## src/hw/rtl/top_k_nearest_selector_defines.svh

```systemverilog
// assertion helpers used by top_k_nearest_selector.sv
`ifndef TOP_K_NEAREST_SELECTOR_DEFINES_SVH
`define TOP_K_NEAREST_SELECTOR_DEFINES_SVH

// same-cycle implication, checked outside reset
`define TKNS_ASSERT_NOW(label, ante, cons, msg) \
  label: assert property (@(posedge clk) disable iff (rst) (ante) |-> (cons)) \
    else $error(msg);

// next-cycle implication, checked outside reset
`define TKNS_ASSERT_NEXT(label, ante, cons, msg) \
  label: assert property (@(posedge clk) disable iff (rst) (ante) |=> (cons)) \
    else $error(msg);

`endif

```

## src/hw/rtl/tkns_pkg.sv

```systemverilog
`default_nettype none

package tkns_pkg;

  localparam int KLIM_W     = 7;
  localparam int DIST_W     = 32;
  localparam int ID_W       = 64;
  localparam int CFG_IDX_W  = 2;
  localparam int CFG_DATA_W = 32;

  localparam logic CMD_OFFER = 1'b0;
  localparam logic CMD_DRAIN = 1'b1;

  typedef enum logic [CFG_IDX_W-1:0] {
    REG_K_LIMIT      = 2'd0,
    REG_MAX_DISTANCE = 2'd1,
    REG_MAX_DIST_EN  = 2'd2
  } reg_idx_t;

  typedef enum logic {
    ST_IDLE,
    ST_DRAIN
  } state_t;

  // broadcast to every cell of the chain
  typedef struct packed {
    logic insert;
    logic shift;
  } cell_ctrl_t;

  // per-cell position info derived from the fill count
  typedef struct packed {
    logic valid;
    logic is_last;
  } cell_pos_t;

endpackage

`default_nettype wire

```

## src/hw/rtl/tkns_cell.sv

```systemverilog
`default_nettype none

module tkns_cell
  import tkns_pkg::*;
(
  input  wire                       clk,
  input  wire cell_ctrl_t           ctrl,
  input  wire cell_pos_t            pos,
  input  wire logic signed [DIST_W-1:0] new_distance,
  input  wire logic [ID_W-1:0]      new_id,
  input  wire logic signed [DIST_W-1:0] left_distance,
  input  wire logic [ID_W-1:0]      left_id,
  input  wire logic                 left_lt,
  input  wire logic signed [DIST_W-1:0] right_distance,
  input  wire logic [ID_W-1:0]      right_id,
  output logic signed [DIST_W-1:0]  distance,
  output logic [ID_W-1:0]           id,
  output logic                      lt,
  output logic                      beats
);

  logic signed [DIST_W-1:0] distance_next;
  logic [ID_W-1:0]          id_next;

  always_comb begin
    // new word sorts before this entry (empty cells count as +inf)
    lt    = !pos.valid || (new_distance < distance) ||
            ((new_distance == distance) && (new_id < id));
    // strictly closer than the largest held entry
    beats = pos.is_last && (new_distance < distance);
    distance_next = distance;
    id_next       = id;
    priority if (ctrl.shift) begin
      distance_next = right_distance;
      id_next       = right_id;
    end else if (ctrl.insert && lt && !left_lt) begin
      distance_next = new_distance;
      id_next       = new_id;
    end else if (ctrl.insert && lt) begin
      distance_next = left_distance;
      id_next       = left_id;
    end else begin
      // entry stays put
      distance_next = distance;
      id_next       = id;
    end
  end

  always_ff @(posedge clk) begin
    distance <= distance_next;
    id       <= id_next;
  end

endmodule

`default_nettype wire
```

## config.mk

```make
export PLATFORM = sky130hd
export DESIGN_NAME = tkns_cell
export DESIGN_NICKNAME = d
export VERILOG_FILES = /design/src/hw/rtl/top_k_nearest_selector_defines.svh /design/src/hw/rtl/tkns_pkg.sv /design/src/hw/rtl/tkns_cell.sv
export SDC_FILE = /design/constraint.sdc
export NUM_CORES = 1
export LEC_CHECK = 0
export BUFFER_PORTS_ARGS = -buffer_cell sky130_fd_sc_hd__buf_2
export CAP_MARGIN = 25
export CORE_AREA = 2 2 150 152
export CTS_BUF_LIST = sky130_fd_sc_hd__clkbuf_16
export CTS_CLUSTER_DIAMETER = 80
export DETAILED_ROUTE_END_ITERATION = 7
export DIE_AREA = 0 0 152 154
export GPL_ROUTABILITY_DRIVEN = 0
export GPL_TIMING_DRIVEN = 0
export HOLD_SLACK_MARGIN = 0.05
export PLACE_DENSITY = 0.79
export SYNTH_ARGS = -nofsm -noshare
export SYNTH_HDL_FRONTEND = slang
export SYNTH_SLANG_ARGS = --single-unit
```

## constraint.sdc

```tcl
create_clock -name clk -period 4.2 [get_ports clk]
set_input_delay 0 -clock clk [delete_from_list [all_inputs] [get_ports clk]]
set_output_delay 0 -clock clk [all_outputs]
set_load 0.01 [all_outputs]
```

==> results.toml <==
[drt]
drt_wl_total_mm = 27.0
wl_per_cell_um = 18.7
vias_per_cell = 4.98
first_pass_iters = 5
routed-wl-met2_mm = 13.9
wl_met1_mm = 10.4
met3WireLength_mm = 1.77
top_layer_used = "met4"
drc = 0
dr.first_iter.drc_count = 407
vias = 7196
ant_nets = 0

[synthesis]
yosysUniqueCellTypes = 41
synth.area.mux_share = 0.285
async_flop_share = 0
synth-simple-area-share = 0.0517
syn_nets = 1046
synthCells = 657
synth-main-ff-cell = "edfxtp_1"
syn_avg_cell_area_um2 = 11.6
yosys_warnings = 0
synth-seq-area-share = 0.380
synth-seq-cells = 96
synth_fa_ha_area_frac = 0.157
synth_edf_count = 96
synth_xor_area_frac = 0
synth_top_family_by_area = "multiplexers"
syn_area_mm2 = 0.00759
synth_compound_area_frac = 0.0633

[clock_network]
path_clk_slew_ns = 0.07
root_buffer = "clkbuf_16"
htree_levels = 3
cts_sinks = 96
cts_made_buffers = 9
clock_path_buffers = 2
cts_tree = "built"
clock_latency_ns = 0.35

[worst_setup_path]
arrival_ns = 4.14
crit_path_end_kind = "flop"
required_ns = 4.30
worstSetupStartpoint = "distance[27]$_DFFE_PP_"
rr_startpoint = "distance[27]$_DFFE_PP_"
crit_fanout = 10
critPathKind = "flop to flop"
start_kind = "flop"

[sta]
finalHoldViolations = 0
rsz0062_at_grt = "false"
min_period_over_period = 0.962
fin_crit_ns = 4.04
fin_hold_ws_ns = 0.0653
drv_slew = 0
tightest_slew_ns = 0.790
skew_ns = 0.0116
setup_violations = 0
maxSlewHeadroom = 0.474
max_freq_mhz = 247

[global_routing]
grt_max_degree = 54
grt-ovfl-total = 0
grt_util_all_layers = 0.224
grt_pass1_wl_mm = 41.1
antenna_found_initial = 3
grt_pass1_vias = 7829

[worst_hold_path]
worstHoldStart = "left_distance[26]"
hold_class = "primary input to flop"

[pwr]
finalPower_mw = 3.20
p_int_mw = 2.21
seqPwrFrac = 0.393
sw_frac_of_total = 0.308
power.density_mw_per_mm2 = 284
p_leak_nw = 5.43
clkPwrFrac = 0.268
power_frac_comb = 0.339
ir_drop_uv = 176
netSwitchingPower_uw = 983

[placement]
dp_hpwl_mm = 20.5
placed_cell_area_mm2 = 0.00993
placedCellCount = 1328
port_buffers = 390

[floorplanning]
fp.dieW_um = 152
ios = 392
initial_core_util = 0.350
core_area_mm2 = 0.0217
dieArea_mm2 = 0.0234
die_h_um = 154
num_rows = 54

[outcome]
outcome = "finished, final reports clean"

[layout]
fin_area_mm2 = 0.0113
final_cell_mix = "392 x buf_2, 152 x mux2_2, 99 x inv_1"
mostFrequentLayoutCell = "buf_2"
drive_above_1_share = 0.497
fin_nets = 1547
final_cells = 1445
final_core_util = 0.519
syn2layout_area_growth_pct = 48.3

[job]
drv_cap = 0
-- routing by layer --
layer | global-route usage | up-vias
met2 | 0.407 | 361
met1 | 0.249 | 3335
met3 | 0.0530 | 77
met5 | 0 | -
met4 | 0.0997 | 0
li1 | - | 3423
-- final cells by class --
cell class	instances	area (µm²)
Antenna cell	2	5.00
Buffer	21	119
Clock buffer	9	225
Clock inverter	7	70.1
Fill cell	1863	10400
Inverter	99	372
Multi-Input combinational cell	441	4270
Sequential cell	96	2880
Tap cell	280	350
Timing Repair Buffer	490	2970
-- critical path, stage by stage, from the launching register on --
cell and delay (ns):
edfxtp_1 0.36, inv_1 0.05, ha_1 0.30, nand4_1 0.20, or4_4 0.61, a2111oi_2 0.33, o211ai_1 0.27, a2111oi_4 0.41
a32oi_4 0.08, buf_4 0.17, buf_4 0.20, buf_6 0.17, mux2_1 0.35, mux2_2 0.27
-- final timing paths --
check	endpoint	slack [ns]	cells after the start
worst max register to register	distance[8]$_DFFE_PP_	0.16	13
worst max-delay path	distance[8]$_DFFE_PP_	0.16	13
worst min-delay path	distance[26]$_DFFE_PP_	0.07	3
worst min register to register	id[2]$_DFFE_PP_	1.77	5
-- power groups by stage --
stage | registers [mW] | clock network, mW | logic [mW]
after floorplan | 1.32 | 0 | 0.510
after global routing | 1.27 | 0.918 | 1.19
after global placement | 1.27 | 0 | 0.955
final | 1.26 | 0.856 | 1.08
after CTS | 1.25 | 0.881 | 1.08
after detailed placement | 1.27 | 0 | 0.995
-- stage by stage --
step,setup WS [ns],setup TNS [ns]
floorplan,0.395,0
global placement,-0.700,-97.69
detailed placement,-0.765,-55.50
CTS,0.0619,0
global route,0.0195,0
finish,0.159,0
-- what timing repair did --
action | in CTS | in global routing
endpoints found under the hold margin | 96 | 0
pin swaps | 1 | 4
endpoints found under the setup margin | 96 | 50
gates resized for setup | 6 | 4
cloned | 0 | 0
setup buffers | 2 | 0
hold buffers | 97 | 0
-- synthesized netlist by cell type (all sizes together), types with 3 or more instances --
library cell / n / share of area
a21o: 7 / 0.0069
nor3: 4 / 0.0026
a2111oi: 3 / 0.0044
inv: 99 / 0.049
o211ai: 3 / 0.0030
ha: 95 / 0.16
clkbuf: 14 / 0.0069
mux2: 192 / 0.28
a21oi: 36 / 0.024
nand2: 27 / 0.013
edfxtp: 96 / 0.38
nand3: 6 / 0.0040
and4: 3 / 0.0035
nand4: 13 / 0.011
nor2: 7 / 0.0035
a221oi: 5 / 0.0058
o21ai: 14 / 0.0092
buf: 7 / 0.0082
or3: 3 / 0.0025
-- cell families after synthesis --
logic type,count (synthesis)
AO/OA/AOI/OAI,78
adder cells (fa/ha/maj),95
AND/OR/NAND/NOR,76
multiplexers,192
flip-flops,96
buffers and inverters,120
-- registers in the layout (all words and copies together), names as in the netlist --
| register | cells |
|---|---|
| id | 64 |
| distance | 32 |
(Power assumes the default switching activity.)
